==> src/sv/rect_fill_alpha_blend_renderer_unit_assert.svh <==
// Assertion macros shared by the renderer RTL.
`ifndef RECT_FILL_ALPHA_BLEND_RENDERER_UNIT_ASSERT_SVH
`define RECT_FILL_ALPHA_BLEND_RENDERER_UNIT_ASSERT_SVH

// Same-cycle implication, checked out of reset.
`define RFAB_ASSERT_IMP(label, clk, rstn, ante, cons) \
  label: assert property (@(posedge clk) disable iff (!(rstn)) (ante) |-> (cons)) \
    else $error("rfab: same-cycle check failed");

// Next-cycle implication, checked out of reset.
`define RFAB_ASSERT_NEXT(label, clk, rstn, ante, cons) \
  label: assert property (@(posedge clk) disable iff (!(rstn)) (ante) |=> (cons)) \
    else $error("rfab: next-cycle check failed");

`endif

==> src/sv/rfab_pkg.sv <==
// Package with shared types, constants and arithmetic helpers of the renderer.
`timescale 1ns / 1ps
package rfab_pkg;

  localparam int MaxDim  = 128;
  localparam int AddrW   = $clog2(MaxDim * MaxDim);
  localparam int DimW    = 8;
  localparam int ChW     = 16;
  localparam int PixW    = 4 * ChW;
  localparam int InDataW = 208;
  localparam logic [48:0] RoundHalf = 49'd32767;

  typedef enum logic [1:0] {
    MODE_CLEAR = 2'd0,
    MODE_RECT  = 2'd1,
    MODE_POINT = 2'd2,
    MODE_READ  = 2'd3
  } rfab_mode_e;

  typedef enum logic {
    REG_FRAME_WIDTH  = 1'b0,
    REG_FRAME_HEIGHT = 1'b1
  } rfab_reg_e;

  typedef enum logic [3:0] {
    ST_SWEEP, ST_IDLE, ST_SETUP, ST_RECT_CHK, ST_FILL, ST_PX_RD, ST_PX_M1,
    ST_PX_M2, ST_PX_M3, ST_PX_M4, ST_DIV_GO, ST_DIV_WAIT, ST_PX_WR, ST_RD_RD,
    ST_RESULT
  } rfab_state_e;

  typedef struct packed {
    logic take;
    logic setup;
    logic lin_clr;
    logic sweep_wr;
    logic fill_wr;
    logic px_rd;
    logic m1;
    logic m2;
    logic m3;
    logic m4;
    logic div_start;
    logic px_wr;
    logic rd_rd;
    logic res_load;
  } rfab_cmd_t;

  typedef struct packed {
    rfab_mode_e mode;
    logic       draw;
    logic       lin_top;
    logic       lin_total;
    logic       rect_last;
    logic       div_done;
  } rfab_sts_t;

  // Clamp a frame register to 1..MaxDim.
  function automatic logic [DimW-1:0] eff_dim(input logic [DimW-1:0] v);
    logic [DimW-1:0] r;
    r = v;
    if (v == '0) r = DimW'(1);
    else if (32'(v) > MaxDim) r = DimW'(MaxDim);
    return r;
  endfunction

  // Exact floor(n / 65535) for n below 2^48 + 2^15, using 2^16 = 1 mod 65535.
  function automatic logic [31:0] div65535(input logic [48:0] n);
    logic [16:0] a;
    logic [15:0] b;
    logic [15:0] c;
    logic [18:0] s;
    logic [33:0] base;
    logic [2:0]  k;
    a = n[48:32];
    b = n[31:16];
    c = n[15:0];
    s = 19'(a) + 19'(b) + 19'(c);
    base = {1'b0, a, 16'b0} + 34'(a) + 34'(b);
    k = 3'(s >= 19'd65535) + 3'(s >= 19'd131070) + 3'(s >= 19'd196605) +
        3'(s >= 19'd262140);
    return 32'(base + 34'(k));
  endfunction

endpackage

==> src/sv/rfab_ctrl.sv <==
// Controller state machine sequencing sweep, fill, per-pixel blend and read.
`timescale 1ns / 1ps
module rfab_ctrl
  import rfab_pkg::*;
(
  input  logic      clk_i,
  input  logic      rst_ni,
  input  logic      in_valid_i,
  output logic      in_ready_o,
  output logic      out_valid_o,
  input  logic      out_ready_i,
  input  rfab_sts_t sts_i,
  output rfab_cmd_t cmd_o
);

  rfab_state_e state_q, state_d;
  logic        out_valid_q, out_valid_d;

  always_ff @(posedge clk_i or negedge rst_ni) begin
    if (!rst_ni) begin
      state_q     <= ST_SWEEP;
      out_valid_q <= 1'b0;
    end else begin
      state_q     <= state_d;
      out_valid_q <= out_valid_d;
    end
  end

  always_comb begin
    state_d    = state_q;
    cmd_o      = '0;
    in_ready_o = 1'b0;
    case (state_q)
      ST_SWEEP: begin
        cmd_o.sweep_wr = 1'b1;
        if (sts_i.lin_top) state_d = ST_IDLE;
      end
      ST_IDLE: begin
        in_ready_o = 1'b1;
        if (in_valid_i) begin
          cmd_o.take = 1'b1;
          state_d    = ST_SETUP;
        end
      end
      ST_SETUP: begin
        cmd_o.setup   = 1'b1;
        cmd_o.lin_clr = 1'b1;
        case (sts_i.mode)
          MODE_CLEAR: state_d = ST_FILL;
          MODE_READ:  state_d = ST_RD_RD;
          default:    state_d = ST_RECT_CHK;
        endcase
      end
      ST_RECT_CHK: state_d = sts_i.draw ? ST_PX_RD : ST_RESULT;
      ST_FILL: begin
        cmd_o.fill_wr = 1'b1;
        if (sts_i.lin_total) state_d = ST_RESULT;
      end
      ST_PX_RD: begin
        cmd_o.px_rd = 1'b1;
        state_d     = ST_PX_M1;
      end
      ST_PX_M1: begin
        cmd_o.m1 = 1'b1;
        state_d  = ST_PX_M2;
      end
      ST_PX_M2: begin
        cmd_o.m2 = 1'b1;
        state_d  = ST_PX_M3;
      end
      ST_PX_M3: begin
        cmd_o.m3 = 1'b1;
        state_d  = ST_PX_M4;
      end
      ST_PX_M4: begin
        cmd_o.m4 = 1'b1;
        state_d  = ST_DIV_GO;
      end
      ST_DIV_GO: begin
        cmd_o.div_start = 1'b1;
        state_d         = ST_DIV_WAIT;
      end
      ST_DIV_WAIT: if (sts_i.div_done) state_d = ST_PX_WR;
      ST_PX_WR: begin
        cmd_o.px_wr = 1'b1;
        state_d     = sts_i.rect_last ? ST_RESULT : ST_PX_RD;
      end
      ST_RD_RD: begin
        cmd_o.rd_rd = 1'b1;
        state_d     = ST_RESULT;
      end
      ST_RESULT: begin
        if (!out_valid_q || out_ready_i) begin
          cmd_o.res_load = 1'b1;
          state_d        = ST_IDLE;
        end
      end
      default: state_d = ST_IDLE;
    endcase
  end

  always_comb begin
    out_valid_d = out_valid_q;
    if (out_ready_i) out_valid_d = 1'b0;
    if (cmd_o.res_load) out_valid_d = 1'b1;
  end

  assign out_valid_o = out_valid_q;

endmodule

==> config.mk <==
export PLATFORM = sky130hd
export DESIGN_NAME = rfab_ctrl
export DESIGN_NICKNAME = d
export VERILOG_FILES = /design/src/sv/rect_fill_alpha_blend_renderer_unit_assert.svh /design/src/sv/rfab_pkg.sv /design/src/sv/rfab_ctrl.sv
export SDC_FILE = /design/constraint.sdc
export NUM_CORES = 1
export LEC_CHECK = 0
export ABC_AREA = 1
export BUFFER_PORTS_ARGS = -buffer_cell sky130_fd_sc_hd__buf_2
export CAP_MARGIN = 30
export CELL_PAD_IN_SITES_DETAIL_PLACEMENT = 1
export CELL_PAD_IN_SITES_GLOBAL_PLACEMENT = 2
export CORE_MARGIN = 3
export CORE_UTILIZATION = 22
export CTS_BUF_LIST = sky130_fd_sc_hd__clkbuf_4 sky130_fd_sc_hd__clkbuf_8
export DETAILED_ROUTE_END_ITERATION = 8
export HOLD_SLACK_MARGIN = 0.02
export PLACE_DENSITY_LB_ADDON = 0.3
export RECOVER_POWER = 50
export SLEW_MARGIN = 5
export SYNTH_ARGS = -nofsm -noshare
export SYNTH_HDL_FRONTEND = slang
export SYNTH_SLANG_ARGS = --single-unit
==> constraint.sdc <==
create_clock -name clk_i -period 1.5 [get_ports clk_i]
set_input_delay 0.15 -clock clk_i [delete_from_list [all_inputs] [get_ports clk_i]]
set_output_delay 0.15 -clock clk_i [all_outputs]
set_load 0.02 [all_outputs]
==> metrics.md, run 1 <==
| Metric | Value |
|---|---|
| Flops & latches, synth | `5` |
| Final core utilization | `35.87%` |
| Crit-path cells | `buf_12, nor2_4, inv_2, nor2_2, buf_4` |
| Placed instance area | `768.2 µm²` |
| Combinational share of power | `72.9%` |
| Critical path class | `reg -> out` |
| Clock buffer depth | `2` |
| Highest Clock Rate | `681.9 MHz` |
| Min Tclk post-route | `1.466 ns` |
| Fraction of layout cells with a size suffix above 1 | `39.60%` |
| First-pass GRT wire length | `3519 µm` |
| Async S/R FF share, synth | `100.0%` |
| Cell area after layout | `920.9 µm²` |
| Setup TNS | `0 ns` |
| Worst EP arrival | `1.32 ns` |
| Buf+Inv Stages, Crit Path | `3` |
| Worst-skew pair later-pin latency | `0.25 ns` |
| P_leak | `0.5885 nW` |
| Global placement routability congestion | `0.8192` |
| Met2 usage | `23.19%` |
| Worst setup EP type | `output port` |
| Net Sw Power | `1.133 mW` |
| TritonRoute pass-1 iters | `4` |
| Pwr Density | `2157 mW/mm²` |
| Max-cap viol count | `0` |
| Sequential cell area fraction in the yosys report | `20.33%` |
| Int Pwr | `853.3 µW` |
| WP data required | `1.35 ns` |
| Min Hold Slack | `0.1178 ns` |
| Fill cell count | `374` |
| Cts bufs inserted | `3` |
| Largest stage delay, worst path | `0.46 ns` |
| Worst vdd ir | `0.8327 mV` |
| Nets | `163` |
| Clock root cell | `clkbuf_4` |
| Core box area | `0.002567 mm²` |
| Std-Cell Rows | `18` |
| Critical path's slowest cell | `dfrtp_2` |
| Seq pwr share | `17.9%` |
| Grt met3 use | `3.289%` |
| Vias in the first global route | `802` |
| Met1 usage | `16.71%` |
| Layout Skew | `0.008749 ns` |
| Detailed Route WL | `2183 µm` |
| Post-Synthesis Cells | `116` |
| Htree depth | `1` |
| Area Growth Syn to Fin | `49.59%` |
| DR DRC count | `0` |
| Antenna fix cells | `0` |
| Crit path max-delay family | `flip-flops` |
| Crit-path max FO | `5` |
| Largest net degree at the start of global routing | `7` |
| Gr ovfl total | `0` |
| Worst slew pin tran | `0.3076 ns` |
| Slew margin rel. | `79.50%` |
| Dpl hpwl | `1660 µm` |
| Initial antenna violation count | `0` |
| Clock sinks | `5` |
| Setup-failing EPs final | `0` |
| Number of I/O pins | `27` |
| Die Span X | `58.90 µm` |
| DR iter-0 viols | `6` |
| Slew Viols, Final | `0` |
| Tcrit/Tclk final | `97.76%` |
| Worst Hold Class | `in -> reg` |
| WL per Instance | `12.20 µm` |
| Vias per cell | `4.425` |
| Synth Area per Inst | `5.307 µm²` |
| Top FF cell, synth | `dfrtp_1` |
| Number of flops mapped to enable cells by yosys | `0` |
| Gr usage total | `13.54%` |
| Routed via count | `792` |
| Synth cell types | `15` |
| PortBufs | `26` |
| Syn. warnings | `0` |
| Initial Utilization | `23.98%` |
| Clock power frac | `9.3%` |
| Die Height | `58.90 µm` |
| CTS clock-pin slew for the worst setup and hold paths | `0.05 ns` |
| Fin. Hold Viols | `0` |
| RSZ-0062 raised after global routing | `true` |
| Post-DRT Antenna Nets | `0` |
| Critical path startpoint category | `flop` |
| Net Sw Frac | `57.03%` |
| Outcome | `completed` |
| Post-synthesis instance area | `615.6 µm²` |
| Gr busiest metal | `met2` |
| Die area | `0.003469 mm²` |
| CTS tree | `done` |
| Syn_nets | `129` |
==> synthesized netlist by cell type (2+ instances only) <==
master / count / area (µm²)
nand2_1: 35 / 131.4
nor2_2: 5 / 31.28
nand2_2: 2 / 12.51
inv_1: 28 / 105.1
nor2_1: 18 / 67.56
dfrtp_1: 5 / 125.1
inv_2: 2 / 7.510
nand3_1: 9 / 45.04
buf_4: 2 / 15.01
nor3_1: 2 / 10.01
o21ai_0: 3 / 15.01
ha_1: 2 / 25.02
==> through the flow <==
stage / std cells / power, mW / setup WS (ns)
after floorplan: 116 / 1.145 / 0.1047
after detailed placement: 170 / 1.476 / 0.09747
after global routing: 179 / 2.204 / -0.03609
final: 179 / 1.986 / 0.03360
after global placement: 170 / 1.472 / 0.05570
after CTS: 175 / 1.748 / -0.01142
==> kinds of logic (layout without fill, tap and decap cells) <==
kind of cell	count (synthesis)	in the layout	share of synthesized area [%]
compound gates	4	4	3.658
buf+inv	32	65	20.73
flops	5	5	20.33
simple gates	73	73	51.22
fa+ha+maj	2	2	4.064
==> final cells by class <==
type	instances	area, µm²	area share, %
multi-input combinational	79	417.9	45.38
timing repair buffer	31	190.2	20.65
inverter	30	115.1	12.50
sequential	5	130.1	14.13
tap	30	37.54	4.076
clock buffer	4	30.03	3.261
==> final timing paths <==
check	slack [ns]	from	end	depth (start not counted)
setup / recovery	0.03	state_q[2]	cmd_o[5]	5
hold / removal	0.12	out_ready_i	out_valid_o	2
setup reg to reg	0.12	state_q[2]	state_q[3]	9
hold reg to reg	0.56	out_valid_o	out_valid_o	2
max in group asynchronous	0.95	rst_ni	state_q[0]	2
min in group asynchronous	0.29	rst_ni	state_q[3]	2
==> power by group through the flow <==
stage               combinational [mW]  sequential (mW)  clock [mW]
CTS                               1.23            0.326       0.187
detailed placement                1.18            0.298           0
finish                            1.45            0.355       0.184
floorplan                        0.852            0.292           0
global placement                  1.18            0.291           0
global route                      1.63            0.371       0.201
==> placed cells by master, fill, tap and decap left out, types with 5 or more instances in the layout <==
cell	synthesis	layout
nand2_1	35	33
inv_1	28	24
buf_2	0	20
nor2_1	18	12
nand3_1	9	9
buf_4	2	7
nor2_4	0	6
inv_2	2	5
nor2_2	5	5
==> repair_timing <==
item,CTS,global route
hold endpoints to repair,5,0
resized for setup,9,19
setup endpoints to repair,10,14
pin swaps,0,3
setup buffers,0,4
hold buffers,1,0
==> metal layers <==
metal / vias up / share of wire, %
li1: 404 / -
met1: 370 / 44
met2: 16 / 52
met3: 2 / 3.8
met4: 0 / 0.37
met5: - / 0
==> state kept, by name, indices dropped and copies added, names as in the netlist <==
| name | cells |
|---|---|
| state_q | 4 |
| out_valid_o | 1 |
No activity file was read; power rests on OpenSTA's default activity.
==> run 2: changes to the inputs <==
PLACE_DENSITY = 0.82   (was not set)
PLACE_DENSITY_LB_ADDON = not set   (was 0.3)
==> run 2 against run 1 <==
Against the previous run:
- first-iteration DRC count fell by 17%
- sequential cell count did not move
- critical path depth did not move
- clock skew fell by 0.0064 ns
- power fell by 12%
- die area did not move
- largest cell class unchanged
==> metrics.md, run 2 (synthesis results as in run 1) <==
| Metric | Value |
|---|---|
| Global placement routability congestion | `0.8205 (+0.16%)` |
| Outcome | `completed` |
| Setup-failing EPs final | `0 (unchanged)` |
| Fill cell count | `373 (-0.27%)` |
| Dpl hpwl | `1649 µm (-0.66%)` |
| Met2 usage | `19.87% (-3.3 points)` |
| Final core utilization | `32.99% (-2.9 points)` |
| Pwr Density | `2056 mW/mm² (-4.7%)` |
| Gr usage total | `11.25% (-2.3 points)` |
| Highest Clock Rate | `672.4 MHz (-1.4%)` |
| Grt met3 use | `2.193% (-1.1 points)` |
| Initial Utilization | `23.98% (unchanged)` |
| Nets | `160 (-1.8%)` |
| P_leak | `0.5706 nW (-3.0%)` |
| Routed via count | `769 (-2.9%)` |
| Die Height | `58.90 µm (unchanged)` |
| PortBufs | `26 (unchanged)` |
| Largest net degree at the start of global routing | `7 (unchanged)` |
| Layout Skew | `0.002357 ns (-0.006392 ns)` |
| Die area | `0.003469 mm² (unchanged)` |
| Commonest non-fill, non-tap cell in the layout | `nand2_1` |
| Std-Cell Rows | `18 (unchanged)` |
| WL per Instance | `10.83 µm (-11%)` |
| Worst hold stages | `2 (unchanged)` |
| Worst Hold Class | `in -> reg` |
| Most frequent cells in the layout | `nand2_1 (33), inv_1 (27), buf_2 (23), nor2_1 (15), nand3_1 (9)` |
| Worst-skew pair later-pin latency | `0.24 ns (about the same)` |
| Fraction of layout cells with a size suffix above 1 | `32.88% (-6.7 points)` |
| RSZ-0062 raised after global routing | `true` |
| Slew margin rel. | `77.87% (-1.6 points)` |
| Worst setup EP type | `output port` |
| WP data required | `1.35 ns (about the same)` |
| Setup TNS | `0 ns (unchanged)` |
| Area Growth Syn to Fin | `37.60%` |
| Worst EP arrival | `1.34 ns (+0.02 ns)` |
| Critical path startpoint category | `flop` |
| Gr busiest metal | `met2` |
| Reg2reg path depth | `7 (-2)` |
| Vias in the first global route | `758 (-5.5%)` |
| Tcrit/Tclk final | `99.15% (+1.4 points)` |
| Die Span X | `58.90 µm (unchanged)` |
| DR DRC count | `0 (unchanged)` |
| First-pass GRT wire length | `3118 µm (-11%)` |
| Clock sinks | `5 (unchanged)` |
| Largest Register | `state_q` |
| Slew Viols, Final | `0 (unchanged)` |
| Worst vdd ir | `0.8454 mV (+1.5%)` |
| Max FFs per register | `4 (unchanged)` |
| Post-DRT Antenna Nets | `0 (unchanged)` |
| TritonRoute pass-1 iters | `2 (-2)` |
| Power after layout | `1.741 mW (-12%)` |
| Vias per cell | `4.369 (-1.2%)` |
| Cts bufs inserted | `3 (unchanged)` |
| Initial antenna violation count | `0 (unchanged)` |
| Fin. Hold Viols | `0 (unchanged)` |
| Min Hold Slack | `0.1297 ns (+0.01191 ns)` |
| Met1 usage | `14.11% (-2.6 points)` |
| Number of I/O pins | `27 (unchanged)` |
| Max-cap viol count | `0 (unchanged)` |
| Cell area after layout | `847.1 µm² (-8.0%)` |
| Worst slew pin tran | `0.3307 ns (+0.02315 ns)` |
| Detailed Route WL | `1906 µm (-13%)` |
| Gr ovfl total | `0 (unchanged)` |
| Htree depth | `1 (unchanged)` |
| Clock root cell | `clkbuf_4` |
| CTS tree | `done` |
| Placed instance area | `768.2 µm² (unchanged)` |
| Antenna fix cells | `0 (unchanged)` |
| Core box area | `0.002567 mm² (unchanged)` |
| DR iter-0 viols | `5 (-1)` |
| Min Tclk post-route | `1.487 ns (+0.02083 ns)` |
| Clock buffer depth | `2 (unchanged)` |
| Crit-path max FO | `4 (-1)` |
| Critical path class | `reg -> out` |
| CTS clock-pin slew for the worst setup and hold paths | `0.05 ns (about the same)` |
-- run 2: changes by cell type in the layout (fill, tap and decap cells not counted), moves of 2 or more --
cell	delta
buf_4	-5
nor2_4	-3
nor2_1	+3
inv_1	+3
inv_2	-2
buf_2	+3
-- run 2: metrics by stage --
step           instances  setup slack [ns]
2_1_floorplan        116            0.1047
3_3_place_gp         170            0.1494
3_5_place_dp         170            0.1625
4_1_cts              175        -0.0007032
5_1_grt              176          -0.08619
6_report             176           0.01277
-- run 2: worst paths after layout --
kind | start | end | slack [ns]
max in group asynchronous | rst_ni | state_q[1] | 0.96
min in group asynchronous | rst_ni | state_q[0] | 0.30
min reg2reg | out_valid_o | out_valid_o | 0.57
max | state_q[0] | cmd_o[13] | 0.01
min | out_ready_i | out_valid_o | 0.13
max reg2reg | state_q[0] | state_q[3] | 0.19
-- run 2: area by class of cell --
cell class,count,area [µm²],share of cell area [%]
clock buffers,4,30.03,3.545
inverters,30,112.6,13.29
multi-input cells,79,390.4,46.09
flip-flops and latches,5,128.9,15.21
well taps,30,37.54,4.431
repair buffers,28,147.6,17.43
-- run 2: power by group --
group | switching [mW] | internal [mW]
clock network | 0.0557 | 0.119
registers | 0.120 | 0.216
logic | 0.830 | 0.401
total | 1.01 | 0.735
-- run 2: what timing repair did --
item                                    CTS  global route
hold buffers                              1             0
pin swaps                                 0             1
buffers inserted                          0             1
gates resized for setup                   1            12
endpoints found under the setup margin    5            14
hold endpoints to repair                  5             0
-- run 2: worst max-delay path, cell delays in order, from the launching register on --
cell and delay, ns:
dfrtp_1 0.42, inv_2 0.09, nor2_2 0.17, inv_1 0.11, nor3_1 0.12, buf_2 0.18
-- run 2: metal layers --
layer  share of wire (%)  vias up
met4                   0        0
li1                    -      398
met5                   0        -
met3                 5.2        0
met2                  53       16
met1                  42      355
